--- config.mk ---
export PLATFORM = sky130hd
export DESIGN_NAME = tkrs_cell
export DESIGN_NICKNAME = d
export VERILOG_FILES = /design/src/hw/rtl/tkrs_pkg.sv /design/src/hw/rtl/tkrs_cell.sv
export SDC_FILE = /design/constraint.sdc
export NUM_CORES = 1
export LEC_CHECK = 0
export BUFFER_PORTS_ARGS = -buffer_cell sky130_fd_sc_hd__buf_2
export CORE_AREA = 2 2 152 154
export DETAILED_ROUTE_END_ITERATION = 10
export DIE_AREA = 0 0 154 156
export GPL_ROUTABILITY_DRIVEN = 0
export PLACE_DENSITY = 0.62
export SLEW_MARGIN = 10
export SYNTH_ARGS = -nofsm -noshare
export SYNTH_HDL_FRONTEND = slang
export SYNTH_SLANG_ARGS = --single-unit
--- constraint.sdc ---
create_clock -name clk -period 19.35 [get_ports clk]
set_clock_uncertainty 0.1 [all_clocks]
set_input_delay 1.935 -clock clk [delete_from_list [all_inputs] [get_ports clk]]
set_output_delay 1.935 -clock clk [all_outputs]
set_load 0.02 [all_outputs]
--- src/hw/rtl/tkrs_pkg.sv ---
// Shared types, constants and the record comparison for the three-key record sorter.
// Used by tkrs_cell and triple_key_record_sorter_unit; depends on nothing.
package tkrs_pkg;

    localparam int KEY_W           = 32;
    localparam int MAX_RECORDS_DEF = 64;

    typedef struct packed {
        logic [KEY_W-1:0] primary;
        logic [KEY_W-1:0] secondary;
        logic [KEY_W-1:0] tertiary;
    } rec_t;

    typedef struct packed {
        logic insert;
        logic shift;
    } cell_ctrl_t;

    // Inverting each sign bit turns the signed lexicographic order into one unsigned compare.
    function automatic logic rec_less(rec_t a, rec_t b);
        logic [3*KEY_W-1:0] x;
        logic [3*KEY_W-1:0] y;
        x = {~a.primary[KEY_W-1], a.primary[KEY_W-2:0],
             ~a.secondary[KEY_W-1], a.secondary[KEY_W-2:0],
             ~a.tertiary[KEY_W-1], a.tertiary[KEY_W-2:0]};
        y = {~b.primary[KEY_W-1], b.primary[KEY_W-2:0],
             ~b.secondary[KEY_W-1], b.secondary[KEY_W-2:0],
             ~b.tertiary[KEY_W-1], b.tertiary[KEY_W-2:0]};
        return x < y;
    endfunction

endpackage

--- src/hw/rtl/tkrs_cell.sv ---
// One cell of the insertion chain: holds a single record and its valid bit.
// Depends on tkrs_pkg.
module tkrs_cell (
    input  logic               clk,
    input  logic               rst_n,
    input  tkrs_pkg::cell_ctrl_t ctrl,
    input  tkrs_pkg::rec_t     new_rec,
    input  tkrs_pkg::rec_t     left_rec,
    input  logic               left_valid,
    input  logic               left_ins,
    input  tkrs_pkg::rec_t     right_rec,
    input  logic               right_valid,
    output tkrs_pkg::rec_t     own_rec,
    output logic               own_valid,
    output logic               ins_here
);
    import tkrs_pkg::*;

    rec_t rec_reg;
    rec_t rec_next;
    logic valid_reg;
    logic valid_next;

    // An empty cell sorts after every record, so insertion points form a suffix of the chain.
    assign ins_here = !valid_reg || rec_less(new_rec, rec_reg);

    always_comb
    begin
        rec_next   = rec_reg;
        valid_next = valid_reg;
        if (ctrl.shift)
        begin
            rec_next   = right_rec;
            valid_next = right_valid;
        end
        else if (ctrl.insert && ins_here)
        begin
            if (left_ins)
            begin
                rec_next   = left_rec;
                valid_next = left_valid;
            end
            else
            begin
                rec_next   = new_rec;
                valid_next = 1'b1;
            end
        end
    end

    always_ff @(posedge clk or negedge rst_n)
    begin
        if (!rst_n)
        begin
            valid_reg <= 1'b0;
        end
        else
        begin
            valid_reg <= valid_next;
        end
    end

    always_ff @(posedge clk)
    begin
        rec_reg <= rec_next;
    end

    assign own_rec   = rec_reg;
    assign own_valid = valid_reg;

endmodule

# Yosys cells after proc, flatten, opt, wreduce, memory -nomap -nowiden
# Cells that the tools add are included.
# Widths: inputs -> output; s select.
[totals] input_bits=295 register_bits=97 word_cells=21
[classes] order_cmp=1 n_bitwise=6 mux=6 reduce_logical=4
[op_table] operator="$mux 96" n=3
[op_table] operator="$lt 96x96->1" n=1
[op_table] operator="$not 1->1" n=6
[op_table] operator="$mux 1" n=3
[op_table] operator="$reduce_bool 2->1" n=1
[op_table] operator="$logic_and 1x1->1" n=1
[op_table] operator="$logic_not 1->1" n=1
[op_table] operator="$logic_or 1x1->1" n=1

# Depth between registers and ports, before layout
# Gate-level depths: netlist (run 1).
[logic_depth] depth_word=6 depth_mapped=9

# Worst setup path after synthesis (run 1)
# Ideal clock, no wire load.
[synth_timing] path_type="input-to-reg" from="input new_rec[93] (netlist name)" to="register rec_reg (netlist bit own_rec[0]), enable pin" cell_stages=8 arrival_time_ns=10.504 path_slack_ns=8.054 path_cell_list="ha_1 > a21o_1 > a21o_1 > a2111oi_2 > o21ai_1 > a2111oi_2 > o41ai_1 > o31ai_1"
[synth_via] elab_chain_len=4
[synth_lines] element="from (decl)" line="tkrs_cell.sv:7" rtl="input tkrs_pkg::rec_t new_rec,"
[synth_lines] element="$lt 96x96->1" line="tkrs_pkg.sv:29" rtl="return x < y;"
[synth_lines] element="$logic_or 1x1->1" line="tkrs_cell.sv:25" rtl="assign ins_here = !valid_reg || rec_less(new_rec, rec_reg);"
[synth_lines] element="$logic_and 1x1->1" line="tkrs_cell.sv:36" rtl="else if (ctrl.insert && ins_here)"
[synth_lines] element="$reduce_bool 2->1 (no source line)"
[synth_lines] element="to (signal assigned)" line="tkrs_cell.sv:65" rtl="rec_reg <= rec_next;"
[synth_lines] element="to (decl)" line="tkrs_cell.sv:19" rtl="rec_t rec_reg;"
# No other way between the ends.
# A chain may end at the register's enable or synchronous reset.

# Worst setup path after layout (run 1)
[layout_timing] from="input new_rec[95] (netlist name)" to="output ins_here"
[layout_via] elab_chain_len=3
[layout_lines] element="$not 1->1" line="tkrs_pkg.sv:23" rtl="x = {~a.primary[KEY_W-1], a.primary[KEY_W-2:0],"
[layout_lines] element="$lt 96x96->1" line="tkrs_pkg.sv:29"
[layout_lines] element="$logic_or 1x1->1" line="tkrs_cell.sv:25"
[layout_lines] element="to (decl)" line="tkrs_cell.sv:15" rtl="output logic ins_here"
# No other way between the ends.

==> run summary, run 1 <==
Clk sinks: 97
DIE AREA: 0.0240 sq mm
TritonCTS buffer count: 9
Via Count: 6,833
Unrepaired setup endpoints after global routing: no
Slew Viols, Final: 0
Fmax: 150 MHz
Synthesized area per cell: 9.60 sq um
CTS H-tree lvls: 3
Reg power frac: 40.9%
Sw frac: 33.1%
Initial Utilization: 32.5%
Clk Latency, worst-skew pair: 350 ps
Max cap viols: 0
Slew of the pin with the lowest slew margin: 887 ps
Wirelength per Cell: 16.0 microns
Pre-CTS setup slack: 12,580 ps
Detailed Place HPWL: 18,900 microns
Final setup viols: 0
PD cells: 69.3 mW/mm^2
Clk pwr share: 26.5%
Synth Register Bits: 97
Fin crit share: 34.5%
P_int: 0.455 mW
Hold Vio Cnt, Final: 0
Crit path time final: 6680 ps
Post-Synthesis Cells: 758
Relative slew margins: 40.9%
Gr ovfl total: 0
Post-route cell area: 0.00981 sq mm
Post-Route WL: 22,800 microns
Most frequent cells in the layout: buf_2, nand2_1, o21ai_0
Clock transition at path regs: 70 ps
Post-cts sizing count: 0
Critical Path Start Type: input port
DR vias/cell: 4.81
Crit path DAT: 4640 ps
Netlist cell types: 33
Overall Global Routing Usage: 18.2%
Post-route DRC: 0
CTS root buf: clkbuf_16
Flop2flop setup slack: 15,750 ps
Top cells by area, synth: edfxtp_1, ha_1, mux2i_1
Sequential element share of the synthesized area: 40.0%
Antenna viol nets, final: 0
DR iter-0 viols: 359
Bufs on Longest Clock Path: 2
DIE HEIGHT: 156 microns
Switch Pwr: 0.226 mW
CTS tree: built
IO buf count: 392
Crit path max fanout: 4
Yosys warns: 0
First-pass GRT wire length: 34,300 microns
Synthesized area: 0.00728 sq mm
HP Class: flop to flop
IO Pins: 393
Area grow syn2layout: 34.8%
Fin Setup TNS: 0 ps
Area leader, netlist: edfxtp_1
Initial antenna violation count: 2
Hold-fix buffers, CTS: 0
Largest net degree at the start of global routing: 104
Core area: 0.0224 sq mm
CP required: 17,320 ps
Crit Path Category: input port to output port
Antenna cells: 0
Layout cell share with drive strength beyond 1: 36.2%
Post-Syn Nets: 1,148
DR pass1 iterations: 4
Setup ws final: 12,670 ps
Post-CTS setup buffer count: 0
Combinational Power Share: 32.5%
Fin nets: 1,522
Commonest non-fill, non-tap cell in the layout: buf_2
Outcome: complete, no violations
Die Wd: 154 microns
Vias in the first global route: 6,579
CP endpoint kind: output port
DP Area: 0.00952 sq mm
Std-Cell Rows: 55
VDD IR-drop max: 0.0433 mV
Leakage Power: 5.19 nW
Post-synth top area share: 39.6%
[worst paths after layout]
kind	start	cells past startpoint	end
hold / removal	own_valid	3	own_valid
setup / recovery	new_rec[95]	9	ins_here
hold reg to reg	own_valid	3	own_valid
setup reg to reg	own_rec[93]	10	own_rec[67]
min in group asynchronous	rst_n	1	own_valid
max in group asynchronous	rst_n	1	own_valid
[power by group through the flow]
stage                     registers, mW  logic (mW)  clock network (mW)
final                             0.278       0.221               0.181
after global routing              0.282       0.248               0.192
after CTS                         0.279       0.225               0.186
after detailed placement          0.283       0.224                   0
after global placement            0.282       0.220                   0
after floorplan                   0.320      0.0972                   0
[synth_stat cells]
cell type,number
a2111oi_2,2
a211oi_1,1
a21boi_0,2
a21o_1,22
a21oi_1,33
a221o_1,1
a221oi_1,2
a41oi_1,1
and4_1,1
buf_1,8
buf_2,1
clkbuf_1,24
dfrtp_1,1
edfxtp_1,96
ha_1,95
inv_1,99
mux2i_1,96
nand2_1,110
nand3_1,8
nand4_1,19
nor2_1,5
nor2b_1,3
nor3_1,6
nor3b_1,1
nor4_1,3
o211a_1,2
o21ai_0,106
o21ai_1,1
o21bai_1,1
o311a_1,1
o31a_1,2
o31ai_1,3
o41ai_1,2
[metrics by stage]
| stage | total power, mW | std cells | hold slack (ps) | utilization (%) |
|---|---|---|---|---|
| after global routing | 0.722 | 1422 | 598 | 43.9 |
| after floorplan | 0.417 | 758 | 619 | - |
| after global placement | 0.503 | 1406 | 564 | 42.6 |
| after CTS | 0.690 | 1422 | 555 | 43.9 |
| after detailed placement | 0.507 | 1406 | 545 | 42.6 |
| final | 0.680 | 1422 | 551 | 43.9 |
[routing by layer]
layer | vias to the layer above | part of all wire, % | wire length (microns) | GRT usage, %
li1 | 3468 | - | - | -
met1 | 3077 | 42 | 9470 | 21.4
met4 | 4 | 1.7 | 376 | 4.63
met3 | 26 | 6.7 | 1520 | 4.69
met2 | 258 | 50 | 11400 | 33.0
met5 | - | 0.12 | 27 | 0
[cell families after synthesis]
group           count (synthesis)  share of synthesized area, %
compound gates                182                          14.4
buf+inv                       132                          6.82
flops                          97                          40.0
mux                            96                          13.2
simple gates                  156                          9.27
fa+ha+maj                      95                          16.3
[critical path: stages]
cell and delay, ps:
buf_2 90, inv_1 40, ha_1 310, nand4_1 140
nor3_1 480, nand4_1 390, o41ai_1 900, o21ai_0 150
buf_2 200
[final cells by class]
type	instances	area (sq um)
fill	2252	12600
timing repair buffer	396	2000
tap	285	357
clock buffer	11	233
clock inverter	5	56.3
sequential	97	2910
inverter	99	372
multi-input combinational	529	3890
[flip-flops by register name (all words and copies together), names as in the netlist]
register   flops
own_rec       96
own_valid      1
No activity file was read; power rests on OpenSTA's default activity.
==> run 2, diff against run 1 <==
--- a/config.mk
+++ b/config.mk
@@ -10,7 +10,7 @@
 export DETAILED_ROUTE_END_ITERATION = 10
 export DIE_AREA = 0 0 154 156
 export GPL_ROUTABILITY_DRIVEN = 0
-export PLACE_DENSITY = 0.62
+export PLACE_DENSITY = 0.65
 export SLEW_MARGIN = 10
 export SYNTH_ARGS = -nofsm -noshare
 export SYNTH_HDL_FRONTEND = slang
==> constraint.sdc (replaced) <==
create_clock -name clk -period 5.8 [get_ports clk]
set_clock_uncertainty 0.1 [all_clocks]
set_input_delay 0.58 -clock clk [delete_from_list [all_inputs] [get_ports clk]]
set_output_delay 0.58 -clock clk [all_outputs]
set_load 0.02 [all_outputs]
==> run 2 against run 1 <==
Effect of this change: clock-buffer cell count did not move; utilization rose by 0.34 points; cell count rose by 0.70%; clock power rose to 3.1 times the previous value; via count rose by 1.9%; power rose to 3.3 times the previous value; wire length rose by 0.83%; sequential power rose to 3.3 times the previous value; combinational power rose to 3.4 times the previous value; worst hold slack got worse by 150 ps; global-route usage rose by 0.073 points.
==> run summary, run 2 (synthesis gave the netlist of run 1 again) <==
Antenna viol nets, final: 0 (unchanged)
Die Wd: 154 microns (unchanged)
Outcome: complete, no violations (unchanged)
Commonest non-fill, non-tap cell in the layout: buf_2 (unchanged)
DR vias/cell: 4.86 (was 4.81)
Final setup viols: 0 (unchanged)
Detailed Place HPWL: 19,300 microns (was 18,900 microns)
Crit Path Category: flop to output port (was input port to output port)
DIE AREA: 0.0240 sq mm (unchanged)
Reg area: 0.00291 sq mm (unchanged)
DP Area: 0.00960 sq mm (was 0.00952 sq mm)
Total Power: 2.25 mW (was 0.680 mW)
Initial Utilization: 32.5% (unchanged)
Slew of the pin with the lowest slew margin: 980 ps (was 887 ps)
Min-delay src: right_rec[25] (was own_valid)
R2r worst-path depth: 10 (unchanged)
Fin crit share: 72.5%
Fin Setup TNS: 0 ps (unchanged)
CP required: 5120 ps (was 17,320 ps)
Bufs on Longest Clock Path: 2 (unchanged)
Leakage Power: 5.24 nW (was 5.19 nW)
Initial antenna violation count: 3 (was 2)
Max cap viols: 0 (unchanged)
Inst Count DP: 1,411 (was 1,406)
Std-Cell Rows: 55 (unchanged)
Post-Route WL: 23,000 microns (was 22,800 microns)
Unrepaired setup endpoints after global routing: no (unchanged)
First-pass GRT wire length: 34,300 microns (about the same)
Overall Global Routing Usage: 18.3% (was 18.2%)
Area grow syn2layout: 35.9% (was 34.8%)
CTS H-tree lvls: 3 (unchanged)
Post-route DRC: 0 (unchanged)
Hold Vio Cnt, Final: 0 (unchanged)
Relative slew margins: 34.7% (was 40.9%)
Core area: 0.0224 sq mm (unchanged)
Crit path time final: 4200 ps
CP endpoint kind: output port (unchanged)
Fill count: 2,263 (was 2,252)
DR pass1 iterations: 4 (unchanged)
PD cells: 227 mW/mm^2 (was 69.3 mW/mm^2)
Hold Path Stages: 3 (unchanged)
CTS tree: built (unchanged)
Final Non-Filler Cells: 1,432 (was 1,422)
Layout cell share with drive strength beyond 1: 36.6% (was 36.2%)
Max reg flops: 96 (unchanged)
Clk sinks: 97 (unchanged)
IO buf count: 392 (unchanged)
Slew Viols, Final: 0 (unchanged)
Post-route cell area: 0.00989 sq mm (was 0.00981 sq mm)
Crit path DAT: 3520 ps (was 4640 ps)
Critical Path Start Type: flop (was input port)
Post-CTS setup buffer count: 0 (unchanged)
Most frequent cells in the layout: buf_2, nand2_1, o21ai_0 (unchanged)
Vias in the first global route: 6,677 (was 6,579)
HP Class: input port to flop (was flop to flop)
VDD IR-drop max: 0.114 mV (was 0.0433 mV)
Largest net degree at the start of global routing: 96 (was 104)
Fmax: 238 MHz
Fin nets: 1,528 (was 1,522)
Hold endpoint: own_rec[25] (was own_valid)
Clk Latency, worst-skew pair: 350 ps (about the same)
Wirelength per Cell: 16.0 microns (about the same)
DIE HEIGHT: 156 microns (unchanged)
DR iter-0 viols: 344 (was 359)
Worst R2R Start: own_rec[93] (unchanged)
Via Count: 6,966 (was 6,833)
Footprint of the multi-input gates: 0.00389 sq mm (unchanged)
Clock transition at path regs: 70 ps (about the same)
Gr ovfl total: 0 (unchanged)
CTS root buf: clkbuf_16 (unchanged)
Crit path max fanout: 4 (unchanged)
Reg2reg end: own_rec[57] (was own_rec[67])
Flop2flop setup slack: 1910 ps (was 15,750 ps)
TritonCTS buffer count: 9 (unchanged)
IO Pins: 393 (unchanged)
run 2: cell count changes in the layout (fill, tap and decap cells not counted), moves of 2 or more:
cell and change:
buf_12 +3, clkinvlp_4 -3, buf_4 +3, clkinv_4 +2, inv_6 +2, diode_2 +4
run 2: timing repair:
item	CTS	global route
endpoints found under the hold margin	1	0
resized for setup	0	0
hold buffers	1	0
run 2: worst max-delay path, stage by stage (launching register included):
cell and delay, ps:
edfxtp_1 410, ha_1 330, nand4_1 140, nor3_1 580, nand4_1 450, o41ai_1 920, o21ai_0 140, buf_2 200
run 2: how the worst max path moves through the flow:
stage | start | endpoint | slack, ps | depth (start not counted)
5_1_grt | own_rec[92] | ins_here | 1310 | 8
3_3_place_gp | new_rec[93] | own_rec[57] | 1510 | 10
6_report | own_rec[95] | ins_here | 1600 | 7
4_1_cts | own_rec[95] | ins_here | 1540 | 7
3_5_place_dp | new_rec[93] | own_rec[57] | 1470 | 10
2_1_floorplan | new_rec[93] | own_rec[0] | 690 | 8
run 2: layout make-up:
type,instances,area share [%]
multi-input combinational,529,39.3
sequential,97,29.4
timing repair buffer,402,21.1
inverter,99,3.76
tap,285,3.61
clock buffer,11,2.35
clock inverter,5,0.405
antenna,4,0.101
run 2: layer usage:
metal | vias up | track usage [%] | wire [microns]
met5 | - | 0 | 0
met4 | 0 | 7.30 | 553
met3 | 34 | 4.50 | 1630
met2 | 280 | 32.3 | 11200
met1 | 3163 | 21.3 | 9560
li1 | 3489 | - | -
run 2: through the flow:
step	util (%)	setup slack [ps]	hold WS [ps]
CTS	44.2	1540	385
finish	44.2	1600	404
detailed placement	42.9	1470	257
global route	44.2	1310	393
global placement	42.9	1510	256
floorplan	-	693	184
run 2: where the power goes:
| part | internal (mW) | switching [mW] | total (mW) |
|---|---|---|---|
| clock network | 0.296 | 0.273 | 0.569 |
| logic | 0.307 | 0.442 | 0.749 |
| registers | 0.884 | 0.0457 | 0.930 |
